File: config.mk
export PLATFORM = sky130hd
export DESIGN_NAME = line_rasterizer
export DESIGN_NICKNAME = d
export VERILOG_FILES = /design/src/lr_pkg.sv /design/src/line_rasterizer.sv /design/src/lr_setup.sv /design/src/lr_step.sv
export SDC_FILE = /design/constraint.sdc
export NUM_CORES = 1
export LEC_CHECK = 0
export BUFFER_PORTS_ARGS = -buffer_cell sky130_fd_sc_hd__buf_2
export CORE_ASPECT_RATIO = 1.5
export CORE_MARGIN = 1.5
export CORE_UTILIZATION = 25
export DETAILED_ROUTE_END_ITERATION = 16
export GPL_TIMING_DRIVEN = 0
export PLACE_DENSITY = 0.43
export SYNTH_ARGS = -nofsm -noshare
export SYNTH_HDL_FRONTEND = slang
export SYNTH_HIERARCHICAL = 1
export SYNTH_SLANG_ARGS = --single-unit
export TNS_END_PERCENT = 30
File: constraint.sdc
create_clock -name clk -period 23 [get_ports clk]
set_input_delay 1.15 -clock clk [delete_from_list [all_inputs] [get_ports clk]]
set_output_delay 1.15 -clock clk [all_outputs]
set_load 0.02 [all_outputs]
File: src/lr_pkg.sv
// Shared types and constants for the Bresenham line rasterizer.
// No dependencies; used by lr_setup, lr_step and line_rasterizer.
`default_nettype none

package lr_pkg;

  // Register file geometry
  localparam int DIM_W       = 11;
  localparam int SHIFT_W     = 4;
  localparam int CFG_INDEX_W = 2;
  localparam int CFG_DATA_W  = 11;

  // Result payload widths
  localparam int ADDR_W     = 21;
  localparam int COLOR_W    = 16;
  localparam int OUT_DATA_W = ((ADDR_W + COLOR_W + 7) / 8) * 8;

  // Register indexes on the configuration channel
  localparam logic [CFG_INDEX_W-1:0] REG_SCREEN_WIDTH  = 2'd0;
  localparam logic [CFG_INDEX_W-1:0] REG_SCREEN_HEIGHT = 2'd1;
  localparam logic [CFG_INDEX_W-1:0] REG_ROW_SHIFT     = 2'd2;

  // Register reset values
  localparam logic [DIM_W-1:0]   SCREEN_WIDTH_RST  = 11'd320;
  localparam logic [DIM_W-1:0]   SCREEN_HEIGHT_RST = 11'd240;
  localparam logic [SHIFT_W-1:0] ROW_SHIFT_RST     = 4'd9;

  // Request kinds carried on the input tuser
  localparam logic REQ_LOAD = 1'b0;
  localparam logic REQ_STEP = 1'b1;

  // Line orientation flags produced by the setup logic
  typedef struct packed {
    logic steep;
    logic minor_down;
    logic active;
  } setup_flags_t;

  // Per-step status produced by the step logic
  typedef struct packed {
    logic pixel_valid;
    logic line_finished;
  } step_status_t;

endpackage

`default_nettype wire

File: src/line_rasterizer.sv
// Top level of the Bresenham line rasterizer: channels, input and result
// registers, line state and configuration registers. Uses lr_pkg, lr_setup, lr_step.
//
//  channel  | direction | contents
//  ---------+-----------+-------------------------------------------------------
//  s_axis   | in        | tuser: req_type; tdata: x_start, y_start, x_end, y_end, color
//  m_axis   | out       | tuser: pixel_valid; tlast: line_finished;
//           |           | tdata: pixel_address, pixel_color
//  cfg      | in        | cfg_index selects screen_width, screen_height, row_shift
//
// One word per clock sustained while m_axis does not stall; a word is captured in the
// input register when it is accepted and its result in the result register when it
// advances, with the line state updated by the combinational setup or step logic.
// Reset clears the line to idle and loads the default screen geometry.
// A stalled result holds the result register; one more word waits in the input
// register, and s_axis_tready drops only when both are full and m_axis stalls.
`default_nettype none

module line_rasterizer #(
  parameter int COORD_BITS = 12
) (
  input  wire logic                            clk,
  input  wire logic                            rst,
  // Input stream
  input  wire logic                            s_axis_tvalid,
  output logic                                 s_axis_tready,
  // tdata from bit 0: x_start, y_start, x_end, y_end, color, zero fill
  input  wire logic [((4*COORD_BITS+lr_pkg::COLOR_W+7)/8)*8-1:0] s_axis_tdata,
  // tuser: req_type
  input  wire logic                            s_axis_tuser,
  // Result stream
  output logic                                 m_axis_tvalid,
  input  wire logic                            m_axis_tready,
  // tdata from bit 0: pixel_address, pixel_color, zero fill
  output logic [lr_pkg::OUT_DATA_W-1:0]        m_axis_tdata,
  // tuser: pixel_valid
  output logic                                 m_axis_tuser,
  output logic                                 m_axis_tlast,
  // Configuration write channel
  input  wire logic                            cfg_valid,
  output logic                                 cfg_ready,
  input  wire logic [lr_pkg::CFG_INDEX_W-1:0]  cfg_index,
  input  wire logic [lr_pkg::CFG_DATA_W-1:0]   cfg_data
);

  localparam int IN_DATA_W = ((4*COORD_BITS + lr_pkg::COLOR_W + 7) / 8) * 8;
  localparam int XS_LO     = 0;
  localparam int YS_LO     = COORD_BITS;
  localparam int XE_LO     = 2 * COORD_BITS;
  localparam int YE_LO     = 3 * COORD_BITS;
  localparam int COLOR_LO  = 4 * COORD_BITS;
  localparam int ADDR_W    = lr_pkg::ADDR_W;
  localparam int COLOR_W   = lr_pkg::COLOR_W;

  // Configuration registers
  logic [lr_pkg::DIM_W-1:0]   screen_width;
  logic [lr_pkg::DIM_W-1:0]   screen_height;
  logic [lr_pkg::SHIFT_W-1:0] row_shift;

  // Input register
  logic                 in_valid;
  logic                 in_req;
  logic [IN_DATA_W-1:0] in_data;

  // Line state
  logic                         active;
  logic                         steep;
  logic                         minor_down;
  logic [COORD_BITS-1:0]        major_pos;
  logic [COORD_BITS-1:0]        major_end;
  logic [COORD_BITS-1:0]        minor_pos;
  logic [COORD_BITS-1:0]        major_delta;
  logic [COORD_BITS-1:0]        minor_delta;
  logic signed [COORD_BITS+1:0] error_term;
  logic [COLOR_W-1:0]           line_color;

  // Result register
  logic                           out_valid;
  logic                           out_pixel;
  logic                           out_last;
  logic [lr_pkg::OUT_DATA_W-1:0]  out_data;

  // Setup and step results
  lr_pkg::setup_flags_t         setup_flags;
  logic [COORD_BITS-1:0]        setup_major_pos;
  logic [COORD_BITS-1:0]        setup_major_end;
  logic [COORD_BITS-1:0]        setup_minor_pos;
  logic [COORD_BITS-1:0]        setup_major_delta;
  logic [COORD_BITS-1:0]        setup_minor_delta;
  logic signed [COORD_BITS+1:0] setup_error;
  logic [COORD_BITS-1:0]        major_pos_next;
  logic [COORD_BITS-1:0]        minor_pos_next;
  logic signed [COORD_BITS+1:0] error_term_next;
  logic [ADDR_W-1:0]            step_address;
  lr_pkg::step_status_t         step_status;

  logic                         advance;

  // Move a word from the input register to the result register
  assign advance       = in_valid && (!out_valid || m_axis_tready);
  assign s_axis_tready = !in_valid || advance;
  assign cfg_ready     = 1'b1;

  assign m_axis_tvalid = out_valid;
  assign m_axis_tdata  = out_data;
  assign m_axis_tuser  = out_pixel;
  assign m_axis_tlast  = out_last;

  lr_setup #(
    .COORD_BITS (COORD_BITS)
  ) u_setup (
    .x_start     (in_data[XS_LO +: COORD_BITS]),
    .y_start     (in_data[YS_LO +: COORD_BITS]),
    .x_end       (in_data[XE_LO +: COORD_BITS]),
    .y_end       (in_data[YE_LO +: COORD_BITS]),
    .flags       (setup_flags),
    .major_pos   (setup_major_pos),
    .major_end   (setup_major_end),
    .minor_pos   (setup_minor_pos),
    .major_delta (setup_major_delta),
    .minor_delta (setup_minor_delta),
    .error_init  (setup_error)
  );

  lr_step #(
    .COORD_BITS (COORD_BITS)
  ) u_step (
    .screen_width    (screen_width),
    .screen_height   (screen_height),
    .row_shift       (row_shift),
    .steep           (steep),
    .minor_down      (minor_down),
    .major_pos       (major_pos),
    .major_end       (major_end),
    .minor_pos       (minor_pos),
    .major_delta     (major_delta),
    .minor_delta     (minor_delta),
    .error_term      (error_term),
    .major_pos_next  (major_pos_next),
    .minor_pos_next  (minor_pos_next),
    .error_term_next (error_term_next),
    .pixel_address   (step_address),
    .status          (step_status)
  );

  // Write configuration registers
  always_ff @(posedge clk) begin
    if (rst) begin
      screen_width  <= lr_pkg::SCREEN_WIDTH_RST;
      screen_height <= lr_pkg::SCREEN_HEIGHT_RST;
      row_shift     <= lr_pkg::ROW_SHIFT_RST;
    end else if (cfg_valid) begin
      case (cfg_index)
        lr_pkg::REG_SCREEN_WIDTH:  screen_width  <= cfg_data;
        lr_pkg::REG_SCREEN_HEIGHT: screen_height <= cfg_data;
        lr_pkg::REG_ROW_SHIFT:     row_shift     <= cfg_data[lr_pkg::SHIFT_W-1:0];
        default: ;
      endcase
    end
  end

  // Capture the input word
  always_ff @(posedge clk) begin
    if (rst) begin
      in_valid <= 1'b0;
    end else if (s_axis_tready) begin
      in_valid <= s_axis_tvalid;
    end
  end

  always_ff @(posedge clk) begin
    if (s_axis_tvalid && s_axis_tready) begin
      in_req  <= s_axis_tuser;
      in_data <= s_axis_tdata;
    end
  end

  // Track result register occupancy
  always_ff @(posedge clk) begin
    if (rst) begin
      out_valid <= 1'b0;
    end else if (advance) begin
      out_valid <= 1'b1;
    end else if (m_axis_tready) begin
      out_valid <= 1'b0;
    end
  end

  // Load or step the line and fill the result register
  always_ff @(posedge clk) begin
    if (rst) begin
      active <= 1'b0;
    end else if (advance) begin
      if (in_req == lr_pkg::REQ_LOAD) begin
        active <= setup_flags.active;
      end else if (active && step_status.line_finished) begin
        active <= 1'b0;
      end
    end
  end

  always_ff @(posedge clk) begin
    if (advance) begin
      if (in_req == lr_pkg::REQ_LOAD) begin
        steep       <= setup_flags.steep;
        minor_down  <= setup_flags.minor_down;
        major_pos   <= setup_major_pos;
        major_end   <= setup_major_end;
        minor_pos   <= setup_minor_pos;
        major_delta <= setup_major_delta;
        minor_delta <= setup_minor_delta;
        error_term  <= setup_error;
        line_color  <= in_data[COLOR_LO +: COLOR_W];
        out_pixel   <= 1'b0;
        out_last    <= !setup_flags.active;
        out_data    <= '0;
      end else if (!active) begin
        out_pixel   <= 1'b0;
        out_last    <= 1'b1;
        out_data    <= '0;
      end else begin
        major_pos   <= major_pos_next;
        minor_pos   <= minor_pos_next;
        error_term  <= error_term_next;
        out_pixel   <= step_status.pixel_valid;
        out_last    <= step_status.line_finished;
        out_data    <= lr_pkg::OUT_DATA_W'({
                         (step_status.pixel_valid ? line_color : {COLOR_W{1'b0}}),
                         step_address});
      end
    end
  end

endmodule

`default_nettype wire

File: src/lr_setup.sv
// Line setup: orders endpoints, picks the major axis and seeds the error term.
// Depends on lr_pkg for the flag struct.
`default_nettype none

module lr_setup #(
  parameter int COORD_BITS = 12
) (
  input  wire logic [COORD_BITS-1:0]   x_start,
  input  wire logic [COORD_BITS-1:0]   y_start,
  input  wire logic [COORD_BITS-1:0]   x_end,
  input  wire logic [COORD_BITS-1:0]   y_end,
  output lr_pkg::setup_flags_t         flags,
  output logic [COORD_BITS-1:0]        major_pos,
  output logic [COORD_BITS-1:0]        major_end,
  output logic [COORD_BITS-1:0]        minor_pos,
  output logic [COORD_BITS-1:0]        major_delta,
  output logic [COORD_BITS-1:0]        minor_delta,
  output logic signed [COORD_BITS+1:0] error_init
);

  logic [COORD_BITS-1:0] dx;
  logic [COORD_BITS-1:0] dy;
  logic                  steep;
  logic [COORD_BITS-1:0] a0;
  logic [COORD_BITS-1:0] b0;
  logic [COORD_BITS-1:0] a1;
  logic [COORD_BITS-1:0] b1;
  logic [COORD_BITS-1:0] near_a;
  logic [COORD_BITS-1:0] near_b;
  logic [COORD_BITS-1:0] far_a;
  logic [COORD_BITS-1:0] far_b;

  // Measure both spans and pick the major axis
  always_comb begin
    dx    = (x_end > x_start) ? (x_end - x_start) : (x_start - x_end);
    dy    = (y_end > y_start) ? (y_end - y_start) : (y_start - y_end);
    steep = dy > dx;
    if (steep) begin
      a0 = y_start;
      b0 = x_start;
      a1 = y_end;
      b1 = x_end;
    end else begin
      a0 = x_start;
      b0 = y_start;
      a1 = x_end;
      b1 = y_end;
    end
  end

  // Order endpoints so the major coordinate rises
  always_comb begin
    if (a1 < a0) begin
      near_a = a1;
      near_b = b1;
      far_a  = a0;
      far_b  = b0;
    end else begin
      near_a = a0;
      near_b = b0;
      far_a  = a1;
      far_b  = b1;
    end
  end

  // Seed position, deltas and error
  always_comb begin
    major_pos        = near_a;
    major_end        = far_a;
    minor_pos        = near_b;
    major_delta      = far_a - near_a;
    minor_delta      = (far_b > near_b) ? (far_b - near_b) : (near_b - far_b);
    error_init       = -$signed({3'b000, major_delta[COORD_BITS-1:1]});
    flags.steep      = steep;
    flags.minor_down = !(near_b < far_b);
    flags.active     = (major_delta != '0);
  end

endmodule

`default_nettype wire

File: src/lr_step.sv
// Line step: clips and addresses the current pixel, then advances the error
// and both axes by one Bresenham step. Depends on lr_pkg.
`default_nettype none

module lr_step #(
  parameter int COORD_BITS = 12
) (
  input  wire logic [lr_pkg::DIM_W-1:0]   screen_width,
  input  wire logic [lr_pkg::DIM_W-1:0]   screen_height,
  input  wire logic [lr_pkg::SHIFT_W-1:0] row_shift,
  input  wire logic                       steep,
  input  wire logic                       minor_down,
  input  wire logic [COORD_BITS-1:0]      major_pos,
  input  wire logic [COORD_BITS-1:0]      major_end,
  input  wire logic [COORD_BITS-1:0]      minor_pos,
  input  wire logic [COORD_BITS-1:0]      major_delta,
  input  wire logic [COORD_BITS-1:0]      minor_delta,
  input  wire logic signed [COORD_BITS+1:0] error_term,
  output logic [COORD_BITS-1:0]           major_pos_next,
  output logic [COORD_BITS-1:0]           minor_pos_next,
  output logic signed [COORD_BITS+1:0]    error_term_next,
  output logic [lr_pkg::ADDR_W-1:0]       pixel_address,
  output lr_pkg::step_status_t            status
);

  localparam int CMP_W  = ((COORD_BITS > lr_pkg::DIM_W) ? COORD_BITS : lr_pkg::DIM_W) + 1;
  localparam int ADDR_W = lr_pkg::ADDR_W;

  logic [COORD_BITS-1:0]        sx;
  logic [COORD_BITS-1:0]        sy;
  logic                         in_screen;
  logic [ADDR_W-1:0]            row_base;
  logic [ADDR_W-1:0]            addr_sum;
  logic signed [COORD_BITS+1:0] error_sum;
  logic                         take_minor;

  // Map major/minor back to screen x and y, then clip and address
  always_comb begin
    sx        = steep ? minor_pos : major_pos;
    sy        = steep ? major_pos : minor_pos;
    in_screen = (CMP_W'(sx) < CMP_W'(screen_width)) &&
                (CMP_W'(sy) < CMP_W'(screen_height));
    row_base  = ADDR_W'(sy) << row_shift;
    addr_sum  = ADDR_W'(sx) + row_base;
    pixel_address = in_screen ? addr_sum : '0;
  end

  // Advance the error and both axes
  always_comb begin
    error_sum  = error_term + $signed({2'b00, minor_delta});
    take_minor = !error_sum[COORD_BITS+1];
    if (take_minor) begin
      error_term_next = error_sum - $signed({2'b00, major_delta});
      minor_pos_next  = minor_down ? (minor_pos - 1'b1) : (minor_pos + 1'b1);
    end else begin
      error_term_next = error_sum;
      minor_pos_next  = minor_pos;
    end
    major_pos_next       = major_pos + 1'b1;
    status.pixel_valid   = in_screen;
    status.line_finished = (major_pos_next == major_end);
  end

endmodule

`default_nettype wire

After elaboration in Yosys (flattened, before gate mapping)
Cells that the tools add are included.
{"block": "totals", "mem_bits_rw": 0, "word_cells": 101, "regBits": 228, "n_memories": 0, "out_inout_bits": 45, "latch_bits": 0, "mem_bits_ro": 0}
{"block": "op_classes", "n_div": 0, "bitwise": 1, "eq_ne": 6, "n_mux": 28, "shift": 1, "add_sub_neg": 14, "n_reduce_logical": 22, "order_cmp": 8, "n_mul": 0}
{"cell": "$mux 12", "count": 19}
{"cell": "$sub 12x12->12", "count": 7}
{"cell": "$gt 12x12->1", "count": 4}
{"cell": "$mux 14", "count": 3}
{"cell": "$add 12x1->12 const B", "count": 2}
{"cell": "$lt 12x11->1", "count": 2}
{"cell": "$lt 12x12->1", "count": 2}
{"cell": "$add 12x21->21", "count": 1}
{"cell": "$shl 12x4->21", "count": 1}
{"cell": "$add 14x13->14", "count": 1}
{"cell": "$neg 11->14", "count": 1}
{"cell": "$reduce_and 2->1", "count": 7}
{"cell": "$sub 14x13->14", "count": 1}
{"cell": "$eq 12x12->1", "count": 1}
{"cell": "$reduce_bool 12->1", "count": 1}
{"cell": "$sub 12x1->12 const B", "count": 1}
{"cell": "$mux 1", "count": 6}
{"cell": "$reduce_and 3->1", "count": 2}
{"cell": "$logic_and 1x1->1", "count": 4}
{"cell": "$logic_not 1->1", "count": 4}
{"cell": "$ne 2x1->1 const B", "count": 2}
{"cell": "$eq 2x1->1 const B", "count": 1}
{"cell": "$eq 2x2->1 const B", "count": 1}
{"cell": "$logic_not 2->1", "count": 1}
{"cell": "4 further kinds", "count": 5}

Depth between registers and ports, before layout
Gate-level depths: netlist of run 1.
{"block": "logic_depth", "word_depth": 10, "mapped_depth": 59, "depth_no_buf": 49}

Hierarchy
Netlist of run 1, hierarchy kept.
{"module": "line_rasterizer", "cells_each": 426, "seq_area_each_um2": 6466.2, "instances": 1, "area_per_inst_um2": 7761.2}
{"module": "lr_setup", "cells_each": 968, "seq_area_each_um2": 0.0, "instances": 1, "area_per_inst_um2": 6452.4}
{"module": "lr_step", "cells_each": 636, "seq_area_each_um2": 0.0, "instances": 1, "area_per_inst_um2": 4958.5}

Worst setup path after synthesis of run 1
Ideal clock, no wire load.
{"block": "synth_timing", "kind": "register to register", "startpoint": "register in_data[24]", "endpoint": "register minor_delta[10], data pin", "arrival_time_ps": 11118, "path_stages_with_launch": 57, "path_slack_ps": 11619, "t_required_ps": 22738, "path_cell_list": "edfxtp_1 -> inv_1 -> ha_1 -> inv_1 -> fa_1 -> a21o_1 -> a21o_1 -> a21o_1 -> a21oi_1 -> o21bai_1 -> a21oi_1 -> o31ai_1 -> o31ai_1 -> clkbuf_1 -> mux2i_1 -> a211oi_1 -> mux2i_1 -> nand4_1 -> (+21 left out) -> nand2_1 -> o211ai_1 -> and2_1 -> inv_1 -> ha_1 -> clkbuf_1 -> inv_1 -> nor3_1 -> nand4_1 -> nor2_1 -> a21oi_1 -> o21a_1 -> nor2_1 -> clkbuf_1 -> a21oi_1 -> a31o_2 -> a21oi_1 -> xor2_1"}
{"block": "synth_between", "elab_chain_len": 8, "word_cells_on_any_way": 16, "cone_classes": "4 x add/sub; 4 x order compare; 8 x mux"}
{"item": "start: declaration", "line": "line_rasterizer.sv:63", "source": "logic [IN_DATA_W-1:0] in_data;"}
{"item": "start signal: assignment", "line": "line_rasterizer.sv:174", "source": "in_data <= s_axis_tdata;"}
{"item": "$sub 12x12->12 or $gt 12x12->1 (tied branches)", "line": "lr_setup.sv:35", "source": "dx = (x_end > x_start) ? (x_end - x_start) : (x_start - x_end);"}
{"item": "$mux 12", "line": "lr_setup.sv:35"}
{"item": "$gt 12x12->1", "line": "lr_setup.sv:37", "source": "steep = dy > dx;"}
{"item": "$mux 12", "line": "lr_setup.sv:38", "source": "if (steep) begin"}
{"item": "$lt 12x12->1", "line": "lr_setup.sv:53", "source": "if (a1 < a0) begin"}
{"item": "$mux 12", "line": "lr_setup.sv:53"}
{"item": "$sub 12x12->12 or $gt 12x12->1 (tied branches)", "line": "lr_setup.sv:72", "source": "minor_delta = (far_b > near_b) ? (far_b - near_b) : (near_b - far_b);"}
{"item": "$mux 12 *", "line": "lr_setup.sv:72"}
{"item": "named net setup_minor_delta[10]", "line": "line_rasterizer.sv:89", "source": "logic [COORD_BITS-1:0] setup_minor_delta;"}
{"item": "end signal: assignment", "line": "line_rasterizer.sv:211", "source": "minor_delta <= setup_minor_delta;"}
{"item": "end: declaration", "line": "line_rasterizer.sv:73", "source": "logic [COORD_BITS-1:0] minor_delta;"}
The timed path passes the listed nets; every way through them passes the cells marked *.
A chain may end at the register's enable or synchronous reset.

Worst setup path in the final report of run 1
{"block": "layout_timing", "startpoint": "register in_data[1]", "endpoint": "register minor_delta[10], data pin"}
{"block": "layout_between", "elab_chain_len": 8, "word_cells_on_any_way": 16, "cone_classes": "4 x add/sub; 4 x order compare; 8 x mux"}
{"item": "$sub 12x12->12 or $gt 12x12->1 (tied branches)", "line": "lr_setup.sv:35"}
{"item": "$mux 12", "line": "lr_setup.sv:35"}
{"item": "$gt 12x12->1", "line": "lr_setup.sv:37"}
{"item": "$mux 12", "line": "lr_setup.sv:38"}
{"item": "$lt 12x12->1", "line": "lr_setup.sv:53"}
{"item": "$mux 12 *", "line": "lr_setup.sv:53"}
{"item": "named net setup_minor_pos[7]", "line": "line_rasterizer.sv:87", "source": "logic [COORD_BITS-1:0] setup_minor_pos;"}
{"item": "$sub 12x12->12 or $gt 12x12->1 (tied branches)", "line": "lr_setup.sv:72"}
{"item": "$mux 12 *", "line": "lr_setup.sv:72"}
{"item": "named net setup_minor_delta[10]", "line": "line_rasterizer.sv:89"}
Marks and branches as above.

==> out/metrics.cfg, run 1 <==
[status]
outcome = complete, no violations

[sta]
relSlewSlack_pct = 33.2
max_freq_ghz = 0.0612
hold_viol = 0
tns_ns = 0
tightest_slew_ns = 1.00
period_share_pct = 71.0
period_minus_slack_ns = 16.34
rsz0062_at_grt = false
setup_viol = 0
drv_slew = 0
fin_skew_ns = 0.0293

[cells_and_area]
mostFrequentLayoutCell = nand2_1
area_delta_synth_final_pct = 15.1
layout_common_cells = nand2_1, edfxtp_1, inv_1, ha_1, buf_2
num_antenna_cells = 0
nets = 2440
nFillCells = 8082
drive_gt1_share_pct = 16.2

[synthesis]
synth_top_area_share_pct = 30.7
synth_top_area_cell = edfxtp_1
yosysSeqAreaShare_pct = 33.7
syn-mean-instance-area_um2 = 9.44
ys_top_cells_by_area = edfxtp_1, ha_1, mux2_2
yosysWarnings = 6
synth_area_mm2 = 0.0192
synth_flop_cell = edfxtp_1
ys_types = 108
synth_edf_count = 196
async_reset_ff_share_pct = 0
synth_cells = 2030
ys_ff_latch = 225

[floorplanning]
die_y_um = 342
io_pins = 128
dieArea_mm2 = 0.0784
coreArea_mm2 = 0.0760
start_util_pct = 25.2
rows = 124
die_width_um = 229

[placed_design]
port_buffers = 122
gp_congestion = 0.944
dp_hpwl_mm = 55.5

[global_route]
grt_first_pass_wirelength_mm = 100
grt_max_degree = 56
overflow = 0
grt_antenna_before_repair = 0
grt_pass1_vias = 16500
grt_use_total_pct = 16.9

[clock_network]
cts_buffers = 26
clock_path_buffers = 3
h-tree-depth = 1
clk_pin_slew_ns = 0.06
cts_hold_buf = 0
postCtsSetupBuffers = 0
clkLatencyLatePin_ns = 0.59
cts_tree = built
clock_sink_count = 225
ctsResizeCount = 0
root_buffer = clkbuf_16

[route]
via_count = 15800
first_iter_violations = 726
route.met2.wl_mm = 36.1
drc = 0
routedWlPerCell_um = 20.9
top_layer = met4
first_pass_iters = 5
routed_wl_mm = 67.1
wl_met1_mm = 23.8
ant_nets = 0
dr_wl_met3_mm = 2.22
viasPerCell = 4.91

[critical_path]
cp_slowest_cell = o31ai_1
max_stage_delay_ns = 0.74
worstReg2RegStart = in_data[1]
rrSetupSlack_ns = 6.66
reg2reg_to = minor_delta[10]
crit_top_cell = a21oi_1
path_max_fanout = 10
cp-startpoint = in_data[1]
setup.worst_path.end_class = flip-flop
r2r_cells = 52
startpoint_type = flip-flop
arrival_ns = 16.76
required_ns = 23.42
crit_type = reg -> reg

[worst_hold_path]
min_from = in_data[51]
hold_path.class = reg -> reg
whs_endpoint = line_color[3]
min_path_cells = 0

[run]
maxCapViolCount = 0

## metrics by stage
| stage | std cells | setup slack (ns) | instance area (um^2) | hold slack [ns] | utilization (%) |
|---|---|---|---|---|---|
| 3_5_place_dp | 3166 | 6.78 | 21200 | 0.406 | 27.9 |
| 4_1_cts | 3214 | 6.73 | 22100 | 0.421 | 29.0 |
| 3_3_place_gp | 3162 | 6.90 | 21100 | 0.401 | 27.7 |
| 6_report | 3214 | 6.66 | 22100 | 0.414 | 29.0 |
| 5_1_grt | 3214 | 5.86 | 22100 | 0.432 | 29.0 |
| 2_1_floorplan | 2032 | 11.62 | 19200 | 0.400 | - |
## routing by layer
layer | track usage [%] | vias up
met2 | 33.1 | 376
met1 | 16.4 | 7587
met4 | 11.8 | 0
met3 | 1.78 | 141
li1 | - | 7678
met5 | 0 | -
## state kept, by name, summed over array words and instances (netlist names), 4 cells and up
register	count
in_data	64
major_end	12
major_pos	12
line_color	16
screen_height	11
row_shift	4
minor_pos	12
major_delta	12
minor_delta	12
error_term	14
m_axis_tdata	37
screen_width	11
## worst max path at each step
stage,end,cells after the start,slack (ns)
after floorplan,minor_delta[10],56,11.62
final,minor_delta[10],52,6.66
after CTS,minor_delta[10],52,6.73
after global routing,minor_delta[9],53,5.86
after global placement,minor_delta[11],51,6.90
after detailed placement,minor_delta[10],52,6.78
## synth_stat cells (8+ instances only)
cell,instances
o21a_1,17
buf_1,12
nor3_1,37
buf_2,19
and3_1,30
xnor2_1,58
fa_1,10
o211ai_1,58
mux4_2,14
a31oi_1,10
ha_1,161
o31ai_1,11
o21ai_0,69
dfxtp_1,29
or3_1,14
edfxtp_1,196
nand2_1,198
a21oi_1,138
nand3_1,35
nor2_1,126
a311oi_1,8
mux2i_1,63
nor4_1,9
o21bai_1,10
a21o_1,42
and2_1,52
and4_1,8
mux2_2,81
clkbuf_1,44
nand4_1,17
nand2b_1,19
xor2_1,45
nand3b_1,15
nor2b_1,18
buf_4,16
inv_1,174
a211oi_1,17
## kinds of logic (layout without fill, tap and decap cells)
logic type,count (synthesis),in the layout,synth area share (%)
xor gates and xnor gates,103,103,4.71
and+or+nand+nor,610,610,16.1
buffers and inverters,274,448,6.08
other,2,4,0.0392
muxes,172,172,11.0
AOI/OAI and AO/OA,470,470,16.6
adders and majority gates,174,174,11.7
DFF,225,225,33.7
## layout make-up
cell class	instances	area [um^2]	area share (%)
plain buffers	97	502	2.27
repair buffers	126	706	3.20
flip-flops and latches	225	6470	29.3
clock inverters	13	135	0.613
multi-input cells	1533	11600	52.5
inverters	177	664	3.01
well taps	1008	1260	5.72
clock buffers	35	749	3.40
## worst max-delay path: cells and delay by family, from the launching register on
| kind | cells | cell delay, ns |
|---|---|---|
| DFF | 1 | 0.55 |
| xor gates and xnor gates | 1 | 0.20 |
| and+or+nand+nor | 10 | 2.73 |
| AOI/OAI and AO/OA | 22 | 5.61 |
| buffers and inverters | 13 | 4.94 |
| muxes | 2 | 0.61 |
| adders and majority gates | 4 | 1.49 |
Power of run 1 is not shown: default switching activity piles up to over one toggle a cycle in this logic, so the estimate is an artifact.
==> inputs of run 2 (changes only) <==
--- a/config.mk
+++ b/config.mk
@@ -5,6 +5,7 @@
 export SDC_FILE = /design/constraint.sdc
 export NUM_CORES = 1
 export LEC_CHECK = 0
+export ABC_AREA = 1
 export BUFFER_PORTS_ARGS = -buffer_cell sky130_fd_sc_hd__buf_2
 export CORE_ASPECT_RATIO = 1.5
 export CORE_MARGIN = 1.5
==> constraint.sdc (replaced) <==
create_clock -name clk -period 16.9 [get_ports clk]
set_input_delay 0.845 -clock clk [delete_from_list [all_inputs] [get_ports clk]]
set_output_delay 0.845 -clock clk [all_outputs]
set_load 0.02 [all_outputs]
==> run 2 against run 1 <==
Effect of this change: via count increased by 1.4%; critical path type unchanged; clock-buffer cell count shrank 6; die area fell by 4.3%.
==> out/metrics.cfg, run 2 <==
[sta]
whs_ns = 0.416  ; was 0.414 ns
rsz0062_at_grt = false  ; unchanged
period_minus_slack_ns = 12.38  ; was 16.34 ns
tns_ns = 0  ; unchanged
tightest_slew_ns = 0.941  ; was 1.00 ns
setup_viol = 0  ; unchanged
drv_slew = 0  ; unchanged
relSlewSlack_pct = 36.6  ; was 33.2%
fin_skew_ns = 0.0239  ; was 0.0293 ns
period_share_pct = 73.3  ; was 71.0%
hold_viol = 0  ; unchanged
max_freq_ghz = 0.0807  ; was 0.0612 GHz

[floorplanning]
die_width_um = 224  ; was 229 um
io_pins = 128  ; unchanged
start_util_pct = 25.3  ; was 25.2%
die_y_um = 335  ; was 342 um
dieArea_mm2 = 0.0750  ; was 0.0784 mm^2
coreArea_mm2 = 0.0725  ; was 0.0760 mm^2
rows = 121  ; was 124

[cells_and_area]
top_register = in_data  ; unchanged
mostFrequentLayoutCell = nand2_1  ; unchanged
nFillCells = 7878  ; was 8082
drive_gt1_share_pct = 13.6  ; was 16.2%
fin_area_mm2 = 0.0211  ; was 0.0221 mm^2
num_antenna_cells = 0  ; unchanged
largest_register_ffs = 64  ; unchanged
multiInputGateArea_mm2 = 0.0101  ; was 0.0116 mm^2
instances_no_fill = 3489  ; was 3214
layout_common_cells = nand2_1, inv_1, edfxtp_1, nor2_1, o21ai_0  ; was nand2_1, edfxtp_1, inv_1, ha_1, buf_2
area_delta_synth_final_pct = 15.3  ; was 15.1%
seq_area_mm2 = 0.00647  ; unchanged
nets = 2801  ; was 2440

[clock_network]
clk_pin_slew_ns = 0.06  ; about the same
h-tree-depth = 1  ; unchanged
root_buffer = clkbuf_16  ; unchanged
clock_sink_count = 225  ; unchanged
clock_path_buffers = 3  ; unchanged
cts_hold_buf = 0  ; unchanged
postCtsSetupBuffers = 0  ; unchanged
clkLatencyLatePin_ns = 0.59  ; about the same
cts_tree = built  ; unchanged
ctsResizeCount = 0  ; unchanged
cts_buffers = 27  ; was 26

[critical_path]
path_max_fanout = 10  ; unchanged
startpoint_type = flip-flop  ; unchanged
required_ns = 17.30  ; was 23.42 ns
setup.worst_path.end_class = flip-flop  ; unchanged
cp_slowest_cell = o21ai_0  ; was o31ai_1
max_stage_delay_ns = 0.59  ; was 0.74 ns
arrival_ns = 12.78  ; was 16.76 ns
crit_type = reg -> reg  ; unchanged
crit_top_cell = nand2_1  ; was a21oi_1

[route]
ant_nets = 0  ; unchanged
routed_wl_mm = 61.0  ; was 67.1 mm
viasPerCell = 4.59  ; was 4.91
routedWlPerCell_um = 17.5  ; was 20.9 um
first_iter_violations = 861  ; was 726
first_pass_iters = 6  ; was 5
drc = 0  ; unchanged
via_count = 16000  ; was 15800

[synthesis]
yosysWarnings = 6  ; unchanged
synth_flop_cell = edfxtp_1  ; unchanged
synth_edf_count = 196  ; unchanged
ys_types = 61  ; was 108
async_reset_ff_share_pct = 0  ; unchanged
yosysSeqAreaShare_pct = 35.3  ; was 33.7%
synth_top_area_share_pct = 32.1  ; was 30.7%
synth_cells = 2391  ; was 2030
synth_common_cells = nand2_1, inv_1, edfxtp_1  ; was nand2_1, edfxtp_1, inv_1
syn-mean-instance-area_um2 = 7.67  ; was 9.44 um^2
synth_top_area_cell = edfxtp_1  ; unchanged
synth_area_mm2 = 0.0183  ; was 0.0192 mm^2
ys_top_cells_by_area = edfxtp_1, nand2_1, ha_1  ; was edfxtp_1, ha_1, mux2_2
ys_ff_latch = 225  ; unchanged
yosysMostFrequentCell = nand2_1  ; unchanged

[status]
outcome = complete, no violations  ; unchanged

[placed_design]
dp_hpwl_mm = 51.1  ; was 55.5 mm
gp_congestion = 0.894  ; was 0.944
port_buffers = 123  ; was 122
placed_cell_area_mm2 = 0.0202  ; was 0.0212 mm^2
place_inst = 3440  ; was 3166

[global_route]
grt_pass1_vias = 16500  ; about the same
grt_first_pass_wirelength_mm = 92.3  ; was 100 mm
grt_use_total_pct = 16.1  ; was 16.9%
overflow = 0  ; unchanged
grt_max_degree = 66  ; was 56
grt_antenna_before_repair = 0  ; unchanged

[worst_hold_path]
hold_path.class = reg -> reg  ; unchanged

[run]
maxCapViolCount = 0  ; unchanged

-- run 2: logic make-up (layout without fill, tap and decap cells) --
kind of cell	Yosys count	after routing	synth area share (%)
AND/OR/NAND/NOR	1067	1067	26.3
buffers and inverters	433	607	9.94
AO/OA/AOI/OAI	398	398	11.8
flip-flops	225	225	35.3
adder cells (fa/ha/maj)	171	171	12.1
XOR/XNOR	92	92	4.39
multiplexers	3	3	0.164
other	2	4	0.0410
-- run 2: final timing paths --
| check | start | to | slack [ns] | cells after the start |
|---|---|---|---|---|
| worst min register to register | in_data[53] | line_color[5] | 0.42 | 0 |
| worst min-delay path | in_data[53] | line_color[5] | 0.42 | 0 |
| worst max register to register | in_data[24] | minor_delta[9] | 4.52 | 56 |
| worst max-delay path | in_data[24] | minor_delta[9] | 4.52 | 56 |
-- run 2: worst max-delay path, delay by kind of cell (launching register included) --
kind	cells	cell delay, ns
AOI/OAI and AO/OA	14	3.33
adders and majority gates	5	1.48
DFF	1	0.53
and+or+nand+nor	19	3.00
buffers and inverters	16	3.32
xor gates and xnor gates	2	0.48
-- run 2: final cells by class --
type | instances | share of cell area [%]
plain buffers | 75 | 2.25
multi-input cells | 1735 | 47.6
clock buffers | 29 | 3.23
flip-flops and latches | 225 | 30.6
repair buffers | 125 | 3.10
well taps | 922 | 5.46
inverters | 358 | 6.38
clock inverters | 20 | 1.37
-- run 2: per-layer routing --
layer / track usage [%] / up-vias / wire length (um)
met5: 0 / - / 0
met4: 8.22 / 0 / 3080
met3: 1.52 / 97 / 1850
met2: 32.2 / 302 / 33500
met1: 16.2 / 7432 / 22600
li1: - / 8176 / -
-- run 2: stage by stage --
stage / util (%) / worst slack [ns]
after floorplan: - / 7.76
after global placement: 27.7 / 4.56
after detailed placement: 27.8 / 4.59
after CTS: 29.1 / 4.54
after global routing: 29.1 / 3.61
final: 29.1 / 4.52
Power of run 2 is left out for the same reason.
==> inputs of run 3 (changes only) <==
--- a/config.mk
+++ b/config.mk
@@ -12,7 +12,7 @@
 export CORE_UTILIZATION = 25
 export DETAILED_ROUTE_END_ITERATION = 16
 export GPL_TIMING_DRIVEN = 0
-export PLACE_DENSITY = 0.43
+export PLACE_DENSITY = 0.44
 export SYNTH_ARGS = -nofsm -noshare
 export SYNTH_HDL_FRONTEND = slang
 export SYNTH_HIERARCHICAL = 1
==> constraint.sdc (replaced) <==
create_clock -name clk -period 10.4 [get_ports clk]
set_input_delay 0.52 -clock clk [delete_from_list [all_inputs] [get_ports clk]]
set_output_delay 0.52 -clock clk [all_outputs]
set_load 0.02 [all_outputs]
==> run 3 against run 2 <==
Effect of this change: routed wire length shrank 1.8%; sequential share of layout area shrank 0.49 points; via count grew 1.4%; clock skew grew 0.012 ns; cell area grew 1.6%; global-route usage shrank 0.45 points; critical path depth shrank 1; clock-buffer cell count grew 4; setup slack lost 3.8 ns; cell count grew 0.40%; utilization grew 0.47 points; critical endpoint unchanged; largest cell class unchanged.
==> out/metrics.cfg, run 3 (synthesis gave the netlist of run 2 again) <==
[status]
outcome = complete, no violations  ; unchanged

[cells_and_area]
top_register = in_data  ; unchanged
final_util_pct = 29.6  ; was 29.1%
largest_register_ffs = 64  ; unchanged
instances_no_fill = 3503  ; was 3489
nets = 2814  ; was 2801
num_antenna_cells = 0  ; unchanged
seq_area_mm2 = 0.00647  ; unchanged
layout_common_cells = nand2_1, inv_1, edfxtp_1, nor2_1, o21ai_0  ; unchanged
multiInputGateArea_mm2 = 0.0102  ; was 0.0101 mm^2
mostFrequentLayoutCell = nand2_1  ; unchanged
nFillCells = 7870  ; was 7878
area_delta_synth_final_pct = 17.2  ; was 15.3%
drive_gt1_share_pct = 16.1  ; was 13.6%

[floorplanning]
start_util_pct = 25.3  ; unchanged
dieArea_mm2 = 0.0750  ; unchanged
io_pins = 128  ; unchanged
coreArea_mm2 = 0.0725  ; unchanged
die_width_um = 224  ; unchanged
rows = 121  ; unchanged
die_y_um = 335  ; unchanged

[sta]
setup_viol = 0  ; unchanged
relSlewSlack_pct = 40.6  ; was 36.6%
period_minus_slack_ns = 9.70  ; was 12.38 ns
fin_skew_ns = 0.0361  ; was 0.0239 ns
period_share_pct = 93.3  ; was 73.3%
drv_slew = 0  ; unchanged
max_freq_ghz = 0.103  ; was 0.0807 GHz
tightest_slew_ns = 0.892  ; was 0.941 ns
hold_viol = 0  ; unchanged

[clock_network]
cts_hold_buf = 0  ; unchanged
clock_sink_count = 225  ; unchanged
cts_buffers = 27  ; unchanged
clk_pin_slew_ns = 0.06  ; about the same
root_buffer = clkbuf_16  ; unchanged
h-tree-depth = 1  ; unchanged
clock_path_buffers = 3  ; unchanged
cts_tree = built  ; unchanged
clkLatencyLatePin_ns = 0.58  ; was 0.59 ns

[critical_path]
setup.worst_path.end_class = flip-flop  ; unchanged
cp_slowest_cell = edfxtp_1  ; was o21ai_0
crit_type = reg -> reg  ; unchanged
arrival_ns = 9.99  ; was 12.78 ns
startpoint_type = flip-flop  ; unchanged
max_stage_delay_ns = 0.51  ; was 0.59 ns
required_ns = 10.69  ; was 17.30 ns
path_max_fanout = 10  ; unchanged

[route]
ant_nets = 0  ; unchanged
drc = 0  ; unchanged
first_iter_violations = 884  ; was 861
via_count = 16200  ; was 16000
routedWlPerCell_um = 17.1  ; was 17.5 um
viasPerCell = 4.64  ; was 4.59
first_pass_iters = 5  ; was 6
routed_wl_mm = 59.9  ; was 61.0 mm

[global_route]
grt_first_pass_wirelength_mm = 90.4  ; was 92.3 mm
grt-busiest-layer = met2  ; unchanged
grt_pass1_vias = 16400  ; was 16500
grt_use_total_pct = 15.6  ; was 16.1%
overflow = 0  ; unchanged
grtUsageMet1_pct = 15.9  ; was 16.2%
gr-usage-met2_pct = 30.9  ; was 32.2%
grt_antenna_before_repair = 0  ; unchanged
grt_max_degree = 66  ; unchanged
met3_usage_pct = 1.51  ; was 1.52%

[placed_design]
dp_hpwl_mm = 50.0  ; was 51.1 mm
port_buffers = 123  ; unchanged
place_inst = 3440  ; unchanged
gp_congestion = 0.933  ; was 0.894

[worst_hold_path]
hold_path.class = in -> reg  ; was reg -> reg

[run]
maxCapViolCount = 0  ; unchanged

-- run 3: cell count changes in the layout (fill, tap and decap cells not counted), moves of 4 or more --
cell,change
o21ai_0,-21
clkbuf_2,+5
buf_4,+17
o21ai_2,+9
clkbuf_4,+5
ha_1,-7
ha_2,+6
clkbuf_1,-15
o21ai_1,+11
clkinv_1,-4
-- run 3: area by class of cell --
cell class | instances | area share (%)
multi-input combinational | 1735 | 47.7
sequential | 225 | 30.1
inverter | 358 | 6.30
tap | 922 | 5.37
timing repair buffer | 141 | 3.61
clock buffer | 33 | 3.47
buffer | 72 | 2.32
clock inverter | 17 | 1.11
-- run 3: what timing repair did --
item                                   CTS  global route
endpoints found under the hold margin    0             0
pin swaps                                2            10
setup endpoints to repair               12            11
gates resized for setup                 35            57
setup buffers                            7             9
-- run 3: final timing paths --
check | from | endpoint | slack, ns | cells past startpoint
hold / removal | s_axis_tdata[13] | in_data[13] | 0.11 | 1
hold reg to reg | in_data[62] | line_color[14] | 0.42 | 0
setup / recovery | in_data[0] | minor_delta[9] | 0.70 | 55
setup reg to reg | in_data[0] | minor_delta[9] | 0.70 | 55
-- run 3: metal layers --
metal  wire length (um)  vias to the layer above
li1                   -                     8204
met4               3240                        0
met3               2000                      112
met1              22200                     7547
met5                  0                        -
met2              32400                      376
-- run 3: through the flow --
stage | worst slack [ns] | hold WS [ns] | area, um^2 | TNS (ns)
CTS | 0.00857 | 0.0616 | 21300 | 0
global placement | -2.01 | 0.401 | 20100 | -15.15
floorplan | 1.26 | 0.400 | 18300 | 0
global route | -0.0777 | 0.0620 | 21500 | -0.0777
detailed placement | -2.02 | 0.405 | 20200 | -15.35
finish | 0.698 | 0.108 | 21500 | 0
-- run 3: worst max-delay path, delay by kind of cell (launching register included) --
| family | cells | cell delay [ns] |
|---|---|---|
| buffers and inverters | 16 | 2.32 |
| AO/OA/AOI/OAI | 13 | 2.16 |
| AND/OR/NAND/NOR | 18 | 2.15 |
| adder cells (fa/ha/maj) | 6 | 1.82 |
| flip-flops | 1 | 0.51 |
| XOR/XNOR | 2 | 0.47 |
Power of run 3 is left out for the same reason.
